[src/ppda_pkg.sv]
// Package for the phoretic drift accumulator: widths, register codes, reset values, states.
`default_nettype none

package ppda_pkg;

    localparam int COORD_BITS_DEF = 24;
    localparam int ACC_BITS_DEF   = 40;

    localparam int CUTOFF_W    = 24;
    localparam int STRENGTH_W  = 63;
    localparam int CFG_DATA_W  = 63;
    localparam int CFG_INDEX_W = 1;

    localparam logic [CFG_INDEX_W-1:0] REG_CUTOFF   = 1'd0;
    localparam logic [CFG_INDEX_W-1:0] REG_STRENGTH = 1'd1;

    localparam logic [CUTOFF_W-1:0]   CUTOFF_RESET   = 24'd1342177;
    localparam logic [STRENGTH_W-1:0] STRENGTH_RESET = 63'd236118320000000000;

    typedef enum logic [2:0] {
        ST_IDLE,
        ST_SQUARE,
        ST_ROOT,
        ST_DPROD,
        ST_DIVIDE,
        ST_EMIT
    } state_t;

endpackage

`default_nettype wire

[src/ppda_smul.sv]
// Bit-serial shift-add multiplier: one multiplier bit per cycle.
`default_nettype none

module ppda_smul #(
    parameter int AW = 24,
    parameter int BW = 24
) (
    input  logic            clk,
    input  logic            rst_n,
    input  logic            start,
    input  logic [AW-1:0]   a,
    input  logic [BW-1:0]   b,
    output logic            busy,
    output logic [AW+BW-1:0] p
);

    localparam int PW = AW + BW;
    localparam int CW = $clog2(BW + 1);

    logic [AW-1:0] a_reg, a_next;
    logic [PW-1:0] p_reg, p_next;
    logic [CW-1:0] cnt_reg, cnt_next;
    logic          busy_reg, busy_next;
    logic [AW:0]   sum;

    always_comb
    begin
        // upper half plus multiplicand when the current multiplier bit is set
        sum = {1'b0, p_reg[PW-1:BW]} + (p_reg[0] ? {1'b0, a_reg} : {(AW+1){1'b0}});
        a_next    = a_reg;
        p_next    = p_reg;
        cnt_next  = cnt_reg;
        busy_next = busy_reg;
        if (start)
        begin
            a_next    = a;
            p_next    = {{AW{1'b0}}, b};
            cnt_next  = CW'(BW);
            busy_next = 1'b1;
        end
        else if (busy_reg)
        begin
            p_next    = {sum, p_reg[BW-1:1]};
            cnt_next  = cnt_reg - CW'(1);
            busy_next = (cnt_reg != CW'(1));
        end
    end

    always_ff @(posedge clk or negedge rst_n)
    begin
        if (!rst_n)
        begin
            cnt_reg  <= '0;
            busy_reg <= 1'b0;
        end
        else
        begin
            cnt_reg  <= cnt_next;
            busy_reg <= busy_next;
        end
    end

    always_ff @(posedge clk)
    begin
        a_reg <= a_next;
        p_reg <= p_next;
    end

    assign busy = busy_reg;
    assign p    = p_reg;

endmodule

`default_nettype wire

[src/ppda_isqrt.sv]
// Digit-serial integer square root: two operand bits in, one root bit out per cycle.
`default_nettype none

module ppda_isqrt #(
    parameter int W = 49
) (
    input  logic                 clk,
    input  logic                 rst_n,
    input  logic                 start,
    input  logic [W-1:0]         operand,
    output logic                 busy,
    output logic [(W+1)/2-1:0]   root
);

    localparam int PW  = W + (W % 2);
    localparam int N   = PW / 2;
    localparam int RMW = N + 2;
    localparam int TW  = N + 4;
    localparam int CW  = $clog2(N + 1);

    logic [PW-1:0]  op_reg, op_next;
    logic [N-1:0]   root_reg, root_next;
    logic [RMW-1:0] rem_reg, rem_next;
    logic [CW-1:0]  cnt_reg, cnt_next;
    logic           busy_reg, busy_next;
    logic [TW-1:0]  shifted;
    logic [TW-1:0]  trial;
    logic [TW-1:0]  diff;
    logic           fits;

    always_comb
    begin
        shifted = {rem_reg, op_reg[PW-1 -: 2]};
        trial   = TW'({root_reg, 2'b01});
        diff    = shifted - trial;
        fits    = (shifted >= trial);
        op_next   = op_reg;
        root_next = root_reg;
        rem_next  = rem_reg;
        cnt_next  = cnt_reg;
        busy_next = busy_reg;
        if (start)
        begin
            op_next   = PW'(operand);
            root_next = '0;
            rem_next  = '0;
            cnt_next  = CW'(N);
            busy_next = 1'b1;
        end
        else if (busy_reg)
        begin
            op_next   = {op_reg[PW-3:0], 2'b00};
            root_next = {root_reg[N-2:0], fits};
            rem_next  = fits ? RMW'(diff) : RMW'(shifted);
            cnt_next  = cnt_reg - CW'(1);
            busy_next = (cnt_reg != CW'(1));
        end
    end

    always_ff @(posedge clk or negedge rst_n)
    begin
        if (!rst_n)
        begin
            cnt_reg  <= '0;
            busy_reg <= 1'b0;
        end
        else
        begin
            cnt_reg  <= cnt_next;
            busy_reg <= busy_next;
        end
    end

    always_ff @(posedge clk)
    begin
        op_reg   <= op_next;
        root_reg <= root_next;
        rem_reg  <= rem_next;
    end

    assign busy = busy_reg;
    assign root = root_reg;

endmodule

`default_nettype wire

[src/ppda_sdiv.sv]
// Bit-serial restoring divider with a QW-bit quotient and an overflow flag.
`default_nettype none

module ppda_sdiv #(
    parameter int NW = 87,
    parameter int DW = 74,
    parameter int QW = 40
) (
    input  logic          clk,
    input  logic          rst_n,
    input  logic          start,
    input  logic [NW-1:0] num,
    input  logic [DW-1:0] den,
    output logic          busy,
    output logic [QW-1:0] quot,
    output logic          ovf
);

    localparam int HW  = NW - QW;
    localparam int CMW = (HW > DW) ? HW : DW;
    localparam int CW  = $clog2(QW + 1);

    logic [DW-1:0] den_reg, den_next;
    logic [DW-1:0] rem_reg, rem_next;
    logic [QW-1:0] low_reg, low_next;   // numerator bits out at the top, quotient in at the bottom
    logic          ovf_reg, ovf_next;
    logic [CW-1:0] cnt_reg, cnt_next;
    logic          busy_reg, busy_next;
    logic [HW-1:0] num_hi;
    logic [DW:0]   part;
    logic [DW:0]   den_ext;
    logic          fits;

    always_comb
    begin
        num_hi  = num[NW-1:QW];
        part    = {rem_reg, low_reg[QW-1]};
        den_ext = {1'b0, den_reg};
        fits    = (part >= den_ext);
        den_next  = den_reg;
        rem_next  = rem_reg;
        low_next  = low_reg;
        ovf_next  = ovf_reg;
        cnt_next  = cnt_reg;
        busy_next = busy_reg;
        if (start)
        begin
            // a quotient wider than QW bits shows up as an upper numerator part not below the divisor
            den_next  = den;
            rem_next  = DW'(num_hi);
            low_next  = num[QW-1:0];
            ovf_next  = (CMW'(num_hi) >= CMW'(den));
            cnt_next  = CW'(QW);
            busy_next = 1'b1;
        end
        else if (busy_reg)
        begin
            rem_next  = fits ? DW'(part - den_ext) : part[DW-1:0];
            low_next  = {low_reg[QW-2:0], fits};
            cnt_next  = cnt_reg - CW'(1);
            busy_next = (cnt_reg != CW'(1));
        end
    end

    always_ff @(posedge clk or negedge rst_n)
    begin
        if (!rst_n)
        begin
            cnt_reg  <= '0;
            busy_reg <= 1'b0;
        end
        else
        begin
            cnt_reg  <= cnt_next;
            busy_reg <= busy_next;
        end
    end

    always_ff @(posedge clk)
    begin
        den_reg <= den_next;
        rem_reg <= rem_next;
        low_reg <= low_next;
        ovf_reg <= ovf_next;
    end

    assign busy = busy_reg;
    assign quot = low_reg;
    assign ovf  = ovf_reg;

endmodule

`default_nettype wire

[src/pairwise_phoretic_drift_accumulator.sv]
// Top level of the pairwise phoretic drift accumulator.
//
//  channel  dir  handshake          contents
//  s_*      in   s_tvalid/s_tready  one pair: four positions, first and last flags
//  m_*      out  m_tvalid/m_tready  drift sums and clip flag, one beat per last pair
//  cfg_*    in   cfg_we             cutoff radius and strength registers
//
// A pair inside the cutoff runs bit-serial squares, root, d2*r product and quotient,
// one bit per cycle; a pair outside the cutoff runs the squares only.
// One pair at a time; s_tready is high only when the sequencer is idle.
// The result register lets the next pair start while a beat waits on m_tready.
// Reset clears sums, clip flag and control, and loads the register defaults.
`default_nettype none

module pairwise_phoretic_drift_accumulator #(
    parameter int COORD_BITS = ppda_pkg::COORD_BITS_DEF,
    parameter int ACC_BITS   = ppda_pkg::ACC_BITS_DEF,
    localparam int IN_W  = ((4 * COORD_BITS + 7) / 8) * 8,
    localparam int OUT_W = ((2 * ACC_BITS + 7) / 8) * 8
) (
    input  logic                             clk,
    input  logic                             rst_n,
    input  logic                             cfg_we,
    input  logic [ppda_pkg::CFG_INDEX_W-1:0] cfg_index,
    input  logic [ppda_pkg::CFG_DATA_W-1:0]  cfg_data,
    input  logic                             s_tvalid,
    output logic                             s_tready,
    input  logic [IN_W-1:0]                  s_tdata,   // target_x, target_y, neighbour_x, neighbour_y
    input  logic                             s_tlast,   // last_pair
    input  logic                             s_tuser,   // first_pair
    output logic                             m_tvalid,
    input  logic                             m_tready,
    output logic [OUT_W-1:0]                 m_tdata,   // drift_x, drift_y
    output logic                             m_tuser    // saturated
);

    import ppda_pkg::*;

    localparam int CB  = COORD_BITS;
    localparam int AB  = ACC_BITS;
    localparam int D2W = 2 * CB + 1;
    localparam int RW  = CB + 1;
    localparam int NW  = STRENGTH_W + CB;
    localparam int DW  = D2W + RW;
    localparam int C2W = 2 * CUTOFF_W;
    localparam int CMW = (D2W > C2W) ? D2W : C2W;

    localparam logic [AB-1:0] ACC_MAX = {1'b0, {(AB-1){1'b1}}};
    localparam logic [AB-1:0] ACC_MIN = {1'b1, {(AB-1){1'b0}}};

    // term from quotient magnitude: {clip, value}
    function automatic logic [AB:0] make_term(input logic [AB-1:0] q, input logic over,
                                              input logic neg);
        logic          clip;
        logic [AB-1:0] val;
        if (neg)
        begin
            // exactly 2^(AB-1) still fits as the most negative value
            clip = over || (q[AB-1] && (|q[AB-2:0]));
            val  = clip ? ACC_MIN : (~q + AB'(1));
        end
        else
        begin
            clip = over || q[AB-1];
            val  = clip ? ACC_MAX : q;
        end
        return {clip, val};
    endfunction

    // saturating signed add: {clip, value}
    function automatic logic [AB:0] sat_add(input logic [AB-1:0] a, input logic [AB-1:0] b);
        logic [AB:0]   s;
        logic          over;
        logic [AB-1:0] val;
        s    = {a[AB-1], a} + {b[AB-1], b};
        over = (s[AB] != s[AB-1]);
        val  = over ? (s[AB] ? ACC_MIN : ACC_MAX) : s[AB-1:0];
        return {over, val};
    endfunction

    // input unpack
    logic [CB-1:0] tgt_x, tgt_y, nbr_x, nbr_y;
    logic          neg_x_in, neg_y_in;
    logic [CB-1:0] abs_x, abs_y;
    logic          accept;

    // serial unit handshakes and results
    logic               sqx_busy, sqy_busy, cut2_busy, numx_busy, numy_busy;
    logic [2*CB-1:0]    sqx_p, sqy_p;
    logic [C2W-1:0]     cut2_p;
    logic [NW-1:0]      numx_p, numy_p;
    logic               root_start, root_busy;
    logic [RW-1:0]      root;
    logic               dprod_start, dprod_busy;
    logic [DW-1:0]      dprod_p;
    logic               div_start, divx_busy, divy_busy;
    logic [AB-1:0]      qx, qy;
    logic               ovfx, ovfy;

    // datapath
    logic [D2W-1:0] d2;
    logic           in_range;
    logic [AB:0]    term_x, term_y, add_x, add_y;

    state_t                state_reg, state_next;
    logic [CUTOFF_W-1:0]   cutoff_reg, cutoff_next;
    logic [STRENGTH_W-1:0] strength_reg, strength_next;
    logic                  neg_x_reg, neg_x_next;
    logic                  neg_y_reg, neg_y_next;
    logic                  last_reg, last_next;
    logic [D2W-1:0]        d2_reg, d2_next;
    logic [AB-1:0]         sum_x_reg, sum_x_next;
    logic [AB-1:0]         sum_y_reg, sum_y_next;
    logic                  clip_reg, clip_next;
    logic                  out_valid_reg, out_valid_next;
    logic [AB-1:0]         out_x_reg, out_x_next;
    logic [AB-1:0]         out_y_reg, out_y_next;
    logic                  out_sat_reg, out_sat_next;

    assign tgt_x    = s_tdata[CB-1:0];
    assign tgt_y    = s_tdata[2*CB-1:CB];
    assign nbr_x    = s_tdata[3*CB-1:2*CB];
    assign nbr_y    = s_tdata[4*CB-1:3*CB];
    assign neg_x_in = (nbr_x < tgt_x);
    assign neg_y_in = (nbr_y < tgt_y);
    assign abs_x    = neg_x_in ? (tgt_x - nbr_x) : (nbr_x - tgt_x);
    assign abs_y    = neg_y_in ? (tgt_y - nbr_y) : (nbr_y - tgt_y);

    assign s_tready = (state_reg == ST_IDLE);
    assign accept   = s_tvalid && s_tready;

    // squares, cutoff square and strength products all start on the accepted beat
    ppda_smul #(.AW(CB), .BW(CB)) u_sqx (
        .clk(clk), .rst_n(rst_n), .start(accept), .a(abs_x), .b(abs_x),
        .busy(sqx_busy), .p(sqx_p)
    );

    ppda_smul #(.AW(CB), .BW(CB)) u_sqy (
        .clk(clk), .rst_n(rst_n), .start(accept), .a(abs_y), .b(abs_y),
        .busy(sqy_busy), .p(sqy_p)
    );

    ppda_smul #(.AW(CUTOFF_W), .BW(CUTOFF_W)) u_cut2 (
        .clk(clk), .rst_n(rst_n), .start(accept), .a(cutoff_reg), .b(cutoff_reg),
        .busy(cut2_busy), .p(cut2_p)
    );

    ppda_smul #(.AW(STRENGTH_W), .BW(CB)) u_numx (
        .clk(clk), .rst_n(rst_n), .start(accept), .a(strength_reg), .b(abs_x),
        .busy(numx_busy), .p(numx_p)
    );

    ppda_smul #(.AW(STRENGTH_W), .BW(CB)) u_numy (
        .clk(clk), .rst_n(rst_n), .start(accept), .a(strength_reg), .b(abs_y),
        .busy(numy_busy), .p(numy_p)
    );

    ppda_isqrt #(.W(D2W)) u_root (
        .clk(clk), .rst_n(rst_n), .start(root_start), .operand(d2),
        .busy(root_busy), .root(root)
    );

    // d^2 * floor(d): one divide by this gives floor(floor(S*a/d2)/r)
    ppda_smul #(.AW(D2W), .BW(RW)) u_dprod (
        .clk(clk), .rst_n(rst_n), .start(dprod_start), .a(d2_reg), .b(root),
        .busy(dprod_busy), .p(dprod_p)
    );

    ppda_sdiv #(.NW(NW), .DW(DW), .QW(AB)) u_divx (
        .clk(clk), .rst_n(rst_n), .start(div_start), .num(numx_p), .den(dprod_p),
        .busy(divx_busy), .quot(qx), .ovf(ovfx)
    );

    ppda_sdiv #(.NW(NW), .DW(DW), .QW(AB)) u_divy (
        .clk(clk), .rst_n(rst_n), .start(div_start), .num(numy_p), .den(dprod_p),
        .busy(divy_busy), .quot(qy), .ovf(ovfy)
    );

    assign d2       = D2W'(sqx_p) + D2W'(sqy_p);
    // d2 below cutoff^2 already implies each axis is below the cutoff
    assign in_range = (d2 != '0) && (CMW'(d2) < CMW'(cut2_p));
    assign term_x   = make_term(qx, ovfx, neg_x_reg);
    assign term_y   = make_term(qy, ovfy, neg_y_reg);
    assign add_x    = sat_add(sum_x_reg, term_x[AB-1:0]);
    assign add_y    = sat_add(sum_y_reg, term_y[AB-1:0]);

    // register writes
    always_comb
    begin
        cutoff_next   = cutoff_reg;
        strength_next = strength_reg;
        if (cfg_we)
        begin
            unique case (cfg_index)
                REG_CUTOFF:   cutoff_next   = cfg_data[CUTOFF_W-1:0];
                REG_STRENGTH: strength_next = cfg_data[STRENGTH_W-1:0];
                default:      ;
            endcase
        end
    end

    // sequencer
    always_comb
    begin
        state_next     = state_reg;
        root_start     = 1'b0;
        dprod_start    = 1'b0;
        div_start      = 1'b0;
        neg_x_next     = neg_x_reg;
        neg_y_next     = neg_y_reg;
        last_next      = last_reg;
        d2_next        = d2_reg;
        sum_x_next     = sum_x_reg;
        sum_y_next     = sum_y_reg;
        clip_next      = clip_reg;
        out_valid_next = out_valid_reg && !m_tready;
        out_x_next     = out_x_reg;
        out_y_next     = out_y_reg;
        out_sat_next   = out_sat_reg;
        unique case (state_reg)
            ST_IDLE:
            begin
                if (accept)
                begin
                    neg_x_next = neg_x_in;
                    neg_y_next = neg_y_in;
                    last_next  = s_tlast;
                    if (s_tuser)
                    begin
                        sum_x_next = '0;
                        sum_y_next = '0;
                        clip_next  = 1'b0;
                    end
                    state_next = ST_SQUARE;
                end
            end
            ST_SQUARE:
            begin
                if (!(sqx_busy || sqy_busy || cut2_busy || numx_busy || numy_busy))
                begin
                    d2_next = d2;
                    if (in_range)
                    begin
                        root_start = 1'b1;
                        state_next = ST_ROOT;
                    end
                    else
                    begin
                        state_next = ST_EMIT;
                    end
                end
            end
            ST_ROOT:
            begin
                if (!root_busy)
                begin
                    dprod_start = 1'b1;
                    state_next  = ST_DPROD;
                end
            end
            ST_DPROD:
            begin
                if (!dprod_busy)
                begin
                    div_start  = 1'b1;
                    state_next = ST_DIVIDE;
                end
            end
            ST_DIVIDE:
            begin
                if (!divx_busy && !divy_busy)
                begin
                    sum_x_next = add_x[AB-1:0];
                    sum_y_next = add_y[AB-1:0];
                    clip_next  = clip_reg | term_x[AB] | term_y[AB] | add_x[AB] | add_y[AB];
                    state_next = ST_EMIT;
                end
            end
            ST_EMIT:
            begin
                if (!last_reg)
                begin
                    state_next = ST_IDLE;
                end
                else if (!out_valid_reg || m_tready)
                begin
                    out_valid_next = 1'b1;
                    out_x_next     = sum_x_reg;
                    out_y_next     = sum_y_reg;
                    out_sat_next   = clip_reg;
                    state_next     = ST_IDLE;
                end
            end
            default:
            begin
                state_next = ST_IDLE;
            end
        endcase
    end

    always_ff @(posedge clk or negedge rst_n)
    begin
        if (!rst_n)
        begin
            state_reg     <= ST_IDLE;
            cutoff_reg    <= CUTOFF_RESET;
            strength_reg  <= STRENGTH_RESET;
            sum_x_reg     <= '0;
            sum_y_reg     <= '0;
            clip_reg      <= 1'b0;
            out_valid_reg <= 1'b0;
        end
        else
        begin
            state_reg     <= state_next;
            cutoff_reg    <= cutoff_next;
            strength_reg  <= strength_next;
            sum_x_reg     <= sum_x_next;
            sum_y_reg     <= sum_y_next;
            clip_reg      <= clip_next;
            out_valid_reg <= out_valid_next;
        end
    end

    always_ff @(posedge clk)
    begin
        neg_x_reg   <= neg_x_next;
        neg_y_reg   <= neg_y_next;
        last_reg    <= last_next;
        d2_reg      <= d2_next;
        out_x_reg   <= out_x_next;
        out_y_reg   <= out_y_next;
        out_sat_reg <= out_sat_next;
    end

    assign m_tvalid = out_valid_reg;
    assign m_tdata  = OUT_W'({out_y_reg, out_x_reg});
    assign m_tuser  = out_sat_reg;

endmodule

`default_nettype wire

[config.mk]
export PLATFORM = sky130hd
export DESIGN_NAME = pairwise_phoretic_drift_accumulator
export DESIGN_NICKNAME = d
export VERILOG_FILES = /design/src/ppda_pkg.sv /design/src/ppda_smul.sv /design/src/ppda_isqrt.sv /design/src/ppda_sdiv.sv /design/src/pairwise_phoretic_drift_accumulator.sv
export SDC_FILE = /design/constraint.sdc
export NUM_CORES = 2
export LEC_CHECK = 0
export BUFFER_PORTS_ARGS = -buffer_cell sky130_fd_sc_hd__buf_4
export CORE_ASPECT_RATIO = 1.1
export CORE_MARGIN = 5
export CORE_UTILIZATION = 49
export DETAILED_ROUTE_END_ITERATION = 8
export GPL_TIMING_DRIVEN = 1
export PLACE_DENSITY = 0.67
export SLEW_MARGIN = 40
export SYNTH_ARGS = -nofsm -noshare
export SYNTH_HDL_FRONTEND = slang
export SYNTH_SLANG_ARGS = --single-unit
[constraint.sdc]
create_clock -name clk -period 7.91 [get_ports clk]
set_input_delay 1.582 -clock clk [delete_from_list [all_inputs] [get_ports clk]]
set_output_delay 1.582 -clock clk [all_outputs]
set_load 0.005 [all_outputs]
## Word-level counts from Yosys, hierarchy flattened

Cells that the tools add are included.

| word-level totals | value |
|---|---|
| register bits after elaboration | 1343 |
| output and inout port bits | 83 |
| logic and storage cells | 278 |

| cells by class | value |
|---|---|
| add/subtract/negate cells | 27 |
| magnitude comparators | 8 |
| equality and inequality tests | 23 |
| mux-type cells | 110 |
| bitwise logic cells | 8 |
| reductions and logical operators | 40 |

Operator list:

| cell | number |
|---|---|
| $mux W40 | 18 |
| $mux W24 | 15 |
| $mux W47 | 4 |
| $pmux W40 S2 | 2 |
| $ge A75 B74 Y1 | 2 |
| $ge A47 B74 Y1 | 2 |
| $mux W74 | 2 |
| $sub A74 B74 Y74 | 2 |
| $mux W49 | 3 |
| $add A63 B63 Y64 | 2 |
| $mux W63 | 2 |
| $sub A24 B24 Y24 | 4 |
| $add A40 B40 Y41 | 2 |
| $add A40 B1 Y40 const B | 2 |
| $not A40 Y40 | 2 |
| $reduce_or A39 Y1 | 2 |
| $add A24 B24 Y25 | 3 |
| $mux W5 | 14 |
| $add A49 B49 Y50 | 1 |
| $mux W25 | 2 |
| $add A48 B48 Y49 | 1 |
| $lt A49 B48 Y1 | 1 |
| $reduce_bool A49 Y1 | 1 |
| $lt A24 B24 Y1 | 2 |
| other kinds (30) | 125 |

## Logic depth before layout (Yosys ltp)

| logic depth | value |
|---|---|
| word-level depth | 11 |
| mapped depth | 35 |
| mapped depth without buffers | 31 |

## Cells and area by module

A second synthesis with hierarchy kept.

| unflattened totals | value |
|---|---|
| cells, all modules | 10564 |
| area, all modules | 99960.9 um^2 |

Modules (own cells, without submodules):

| module | instances | cells each | area an instance (um^2) | sequential area each (um^2) |
|---|---|---|---|---|
| ppda_sdiv | 2 | 1552 | 14378.8 | 5580.4 |
| pairwise_phoretic_drift_accumulator | 1 | 3067 | 26193.9 | 8344.3 |
| ppda_smul at u_numy | 1 | 948 | 9302.7 | 4023.9 |
| ppda_smul at u_numx | 1 | 949 | 9272.6 | 4023.9 |
| ppda_smul at u_cut2 ... | 2 | 380 | 4359.2 | 2072.0 |
| ppda_smul at u_dprod | 1 | 769 | 7573.5 | 3353.2 |
| ppda_isqrt | 1 | 581 | 5884.4 | 2682.6 |
| ppda_smul at u_sqy | 1 | 386 | 4257.8 | 2072.0 |

## Worst setup path after synthesis

Ideal clock, no wire load.

| timing | value |
|---|---|
| path type | input -> register |
| from | input m_tready |
| to | register u_root.op_reg[0] (enable) |
| setup time | 0.385 ns |
| arrival | 7.372 ns |
| setup slack | 0.153 ns |
| stages | 9 |
| path buffers | 3 |
| cell sequence | nand2b_1 > o221ai_1 > nor3_1 > and2_1 > buf_1 > o31a_1 > clkbuf_1 > clkbuf_1 > or2_2 |

RTL lines:

| item | line | RTL |
|---|---|---|
| start, declared | pairwise_phoretic_drift_accumulator.sv:32 | `input logic m_tready,` |
| end signal, assigned | ppda_isqrt.sv:76 | `op_reg <= op_next;` |
| end, declared | ppda_isqrt.sv:21 | `logic [PW-1:0] op_reg, op_next;` |

## Final worst setup path

| timing | value |
|---|---|
| from | register u_divy.low_reg[11] (netlist: u_divy.quot[11]) |
| to | register clip_reg |

| between the ends | value |
|---|---|
| cells in the longest elaborated chain, start to end | 10 |

Ends and longest elaborated chain:

| item | line | RTL |
|---|---|---|
| start, declared | ppda_sdiv.sv:25 | `logic [QW-1:0] low_reg, low_next;` |
| start signal, assigned | ppda_sdiv.sv:83 | `low_reg <= low_next;` |
| branches (longest 7 deep; another with $add A40 B40 Y41) | - |  |
| $or A1 B1 Y1 (*) | pairwise_phoretic_drift_accumulator.sv:275 | `clip_next = clip_reg \| term_x[AB] \| term_y[AB] \| add_x[AB] \| add_y[AB];` |
| $mux W1 (*) | pairwise_phoretic_drift_accumulator.sv:271 | `if (!divx_busy && !divy_busy)` |
| $pmux W1 S2 (*) | pairwise_phoretic_drift_accumulator.sv:220 | `unique case (state_reg)` |
| end signal, assigned | pairwise_phoretic_drift_accumulator.sv:320 | `clip_reg <= clip_next;` |
| end, declared | pairwise_phoretic_drift_accumulator.sv:114 | `logic clip_reg, clip_next;` |

Every way passes the cells marked *. The select of a mux whose other input is x is not followed.
A chain may end at the register's enable or synchronous reset.

==> flow_metrics.py <==
metrics = {
    "global_routing": {
        "grt_pass1_vias": 72620,
        "overflow": 0,
        "grt_usage_pct": 28.28,
        "antenna_found_initial": 13,
        "grt_pass1_wl_um": 426500,
        "grt_max_degree": 200,
    },
    "finish": {
        "areaGrowthSynthToFinish_pct": 11.20,
        "instances_no_fill": 12590,
        "layout-drive-gt1-share_pct": 9.250,
        "fin_util_pct": 54.68,
        "fillCellCount": 16420,
        "nets": 11030,
        "final_area_sq_mm": 0.1002,
    },
    "power": {
        "power_density_mw_per_mm2": 154.5,
        "p_switching_mw": 3.487,
        "pwr-share-seq_pct": 48.4,
        "sw_frac_of_total_pct": 22.51,
        "clock_power_share_pct": 47.0,
        "leakagePower_nw": 43.60,
        "peakVddDrop_mv": 0.2250,
        "comb_power_share_pct": 4.6,
        "p_int_mw": 12.01,
    },
    "detailed_routing": {
        "avgViaCountPerCell": 5.954,
        "wire_per_inst_um": 22.27,
        "drt_pre_antenna_iters": 8,
        "vias": 74950,
        "drt_iter0_drc": 5995,
        "drtAntennaViolNets": 0,
        "drc": 0,
        "finalWirelength_um": 280400,
    },
    "timing": {
        "hold_viol_final": 0,
        "rsz0062_at_grt": "yes",
        "skew_ps": 44.20,
        "setup_slack_ps": 309.0,
        "min_period_ps": 7601,
        "worst_pin_slew_ps": 914.4,
        "setup_viol": 0,
        "drv_slew": 0,
        "max_freq_mhz": 131.6,
        "finalCritPeriodShare_pct": 96.09,
        "relSlewSlack_pct": 38.84,
    },
    "setup_path": {
        "cp.required_ps": 8580,
        "crit_fanout": 40,
        "crit_top_cell": "nand2_1",
        "r2r-end": "clip_reg",
        "critPathMaxStageDelay_ps": 500,
        "worst_path_max_delay_cell": "a2111oi_0",
        "rr_startpoint": "u_divy.quot[11]",
        "end_kind": "register",
        "startpoint_type": "register",
        "ff2ff_setup_slack_ps": 310,
        "worstPathArrival_ps": 8270,
        "reg2regPathDepth": 28,
        "critPathKind": "reg -> reg",
    },
    "clock_tree": {
        "cts_tree": "yes",
        "cts_root_buffer": "clkbuf_16",
        "clk_pin_slew_worst_paths_ps": 60,
        "cts_hold_buf": 0,
        "cts_setup_buffers": 0,
        "clock_latency_ps": 820,
        "cts.htree.levels": 4,
        "numCtsBuffers": 144,
        "clockBufferDepth": 3,
        "clock_sinks": 1343,
    },
    "placement": {
        "dpl_cell_area_sq_mm": 0.09491,
        "io_buffers": 249,
        "dpl_worst_slack_ps": -247.9,
        "dpl.hpwl_um": 216100,
        "routabilityCongestion": 0.9669,
        "dp.cells": 12310,
    },
    "worst_hold_path": {
        "hold_class": "reg -> reg",
        "hp-start": "d2_reg[26]",
        "hold_depth": 0,
        "hold_path_end": "u_dprod.a_reg[26]",
    },
    "die": {
        "fp.dieW_um": 419.0,
        "ios": 250,
        "rows": 165,
        "die_area_sq_mm": 0.1927,
        "die_h_um": 459.9,
        "coreArea_sq_mm": 0.1833,
        "start_util_pct": 49.17,
    },
    "synthesis": {
        "netlist_area_sq_mm": 0.09015,
        "synth_area_per_cell_sq_um": 9.081,
        "syn_inst": 9927,
        "seq_area_frac_synth_pct": 39.59,
        "yosysWarnings": 0,
        "synth_cell_types": 88,
        "synth-edff-count": 761,
        "ys.flop_type": "edfxtp_1",
        "synth.net_count": 10910,
        "synth-seq-cells": 1343,
        "synthArstFlopShare_pct": 16.98,
    },
    "flow_run": {
        "cap_violations": 0,
    },
    "outcome": {
        "status": "finished, final reports clean",
    },
}
## what timing repair did
| item | CTS | global route |
|---|---|---|
| setup endpoints to repair | 40 | 149 |
| pin swaps | 0 | 0 |
| gates cloned | 0 | 0 |
| resized for setup | 4 | 30 |
## metrics by stage
step | power (mW) | TNS (ps) | hold WS, ps
3_5_place_dp | 8.355 | -2115 | 404.5
5_1_grt | 15.96 | -50.87 | 427.1
2_1_floorplan | 8.015 | 0 | 400.3
3_3_place_gp | 8.335 | -109.4 | 404.9
4_1_cts | 15.61 | 0 | 411.9
6_report | 15.49 | 0 | 409.7
## power by group through the flow
stage          clock (mW)  sequential, mW  combinational (mW)
4_1_cts              7.40            7.50               0.711
2_1_floorplan           0            7.62               0.399
3_5_place_dp            0            7.65               0.709
3_3_place_gp            0            7.64               0.694
6_report             7.28            7.50               0.712
5_1_grt              7.69            7.50               0.770
## cell usage after synthesis, drive strengths merged (44+ instances only)
library cell | count | share of area, %
dfxtp | 354 | 7.9
a211oi | 93 | 0.77
a21oi | 749 | 4.2
mux2 | 137 | 1.7
edfxtp | 761 | 25
inv | 552 | 2.3
nor2b | 120 | 0.83
and2 | 276 | 1.9
clkbuf | 396 | 1.6
nand2b | 134 | 0.93
o31ai | 47 | 0.39
or3 | 58 | 0.45
o311ai | 68 | 0.66
and3 | 62 | 0.43
nand2 | 1123 | 4.7
nor2 | 783 | 3.3
nand3 | 129 | 0.72
a21o | 403 | 3.4
nor3 | 147 | 0.83
a31oi | 124 | 0.86
dfrtp | 191 | 5.3
xnor2 | 350 | 3.4
o21ai | 735 | 4.1
nor4 | 44 | 0.32
mux2i | 215 | 2.4
o21a | 149 | 1.2
xor2 | 207 | 2.0
nand4 | 131 | 0.91
ha | 805 | 11
o21bai | 92 | 0.77
## worst max path at each step
stage | from | endpoint | slack, ps | cells past startpoint
final | u_divy.quot[11] | clip_reg | 310 | 28
after global routing | u_divy.quot[0] | clip_reg | -50 | 30
after CTS | u_divx.quot[6] | sum_x_reg[33] | 10 | 29
after detailed placement | u_divy.quot[11] | clip_reg | -250 | 28
after global placement | u_divy.quot[11] | clip_reg | -110 | 29
after floorplan | m_tready | u_root.op_reg[0] | 150 | 9
## metal layers
metal / vias up / part of all wire [%] / global-route usage, % / wire [um]
li1: 35870 / - / - / -
met1: 36100 / 41 / 35.49 / 115500
met2: 2351 / 47 / 47.63 / 132300
met3: 623 / 5.3 / 3.727 / 14980
met4: 10 / 6.2 / 14.90 / 17520
met5: - / 0.021 / 0 / 58
## logic make-up after synthesis
logic type,share of synthesized area [%]
DFF,39.59
xor gates and xnor gates,5.411
adders and majority gates,11.51
buffers and inverters,4.107
AOI/OAI and AO/OA,18.96
and+or+nand+nor,16.33
muxes,4.098
## worst max-delay path: cells and delay by family (launching register included)
| family | cells | cell delay [ps] |
|---|---|---|
| buf+inv | 1 | 190 |
| xor+xnor | 2 | 380 |
| flops | 1 | 460 |
| fa+ha+maj | 1 | 340 |
| compound gates | 13 | 3500 |
| simple gates | 11 | 2550 |
## cell type report
cell class / instances / area [sq um] / share of cell area [%]
Inverter: 553 / 2091 / 2.086
Sequential cell: 1343 / 35700 / 35.61
Antenna cell: 6 / 15.01 / 0.01498
Tap cell: 2421 / 3029 / 3.022
Timing Repair Buffer: 399 / 3166 / 3.158
Clock inverter: 73 / 1062 / 1.060
Multi-Input combinational cell: 7598 / 51170 / 51.05
Clock buffer: 196 / 4015 / 4.005
## cell usage in the layout, fill, tap and decap left out, drive strengths merged, types with 207 or more instances in the layout
| master | synthesis | final |
|---|---|---|
| a21o | 403 | 403 |
| a21oi | 749 | 749 |
| and2 | 276 | 276 |
| buf | 37 | 398 |
| dfxtp | 354 | 354 |
| edfxtp | 761 | 761 |
| ha | 805 | 805 |
| inv | 552 | 557 |
| mux2i | 215 | 215 |
| nand2 | 1123 | 1123 |
| nor2 | 783 | 783 |
| o21ai | 735 | 735 |
| xnor2 | 350 | 350 |
| xor2 | 207 | 207 |
Power figures use the tool's default switching activity.
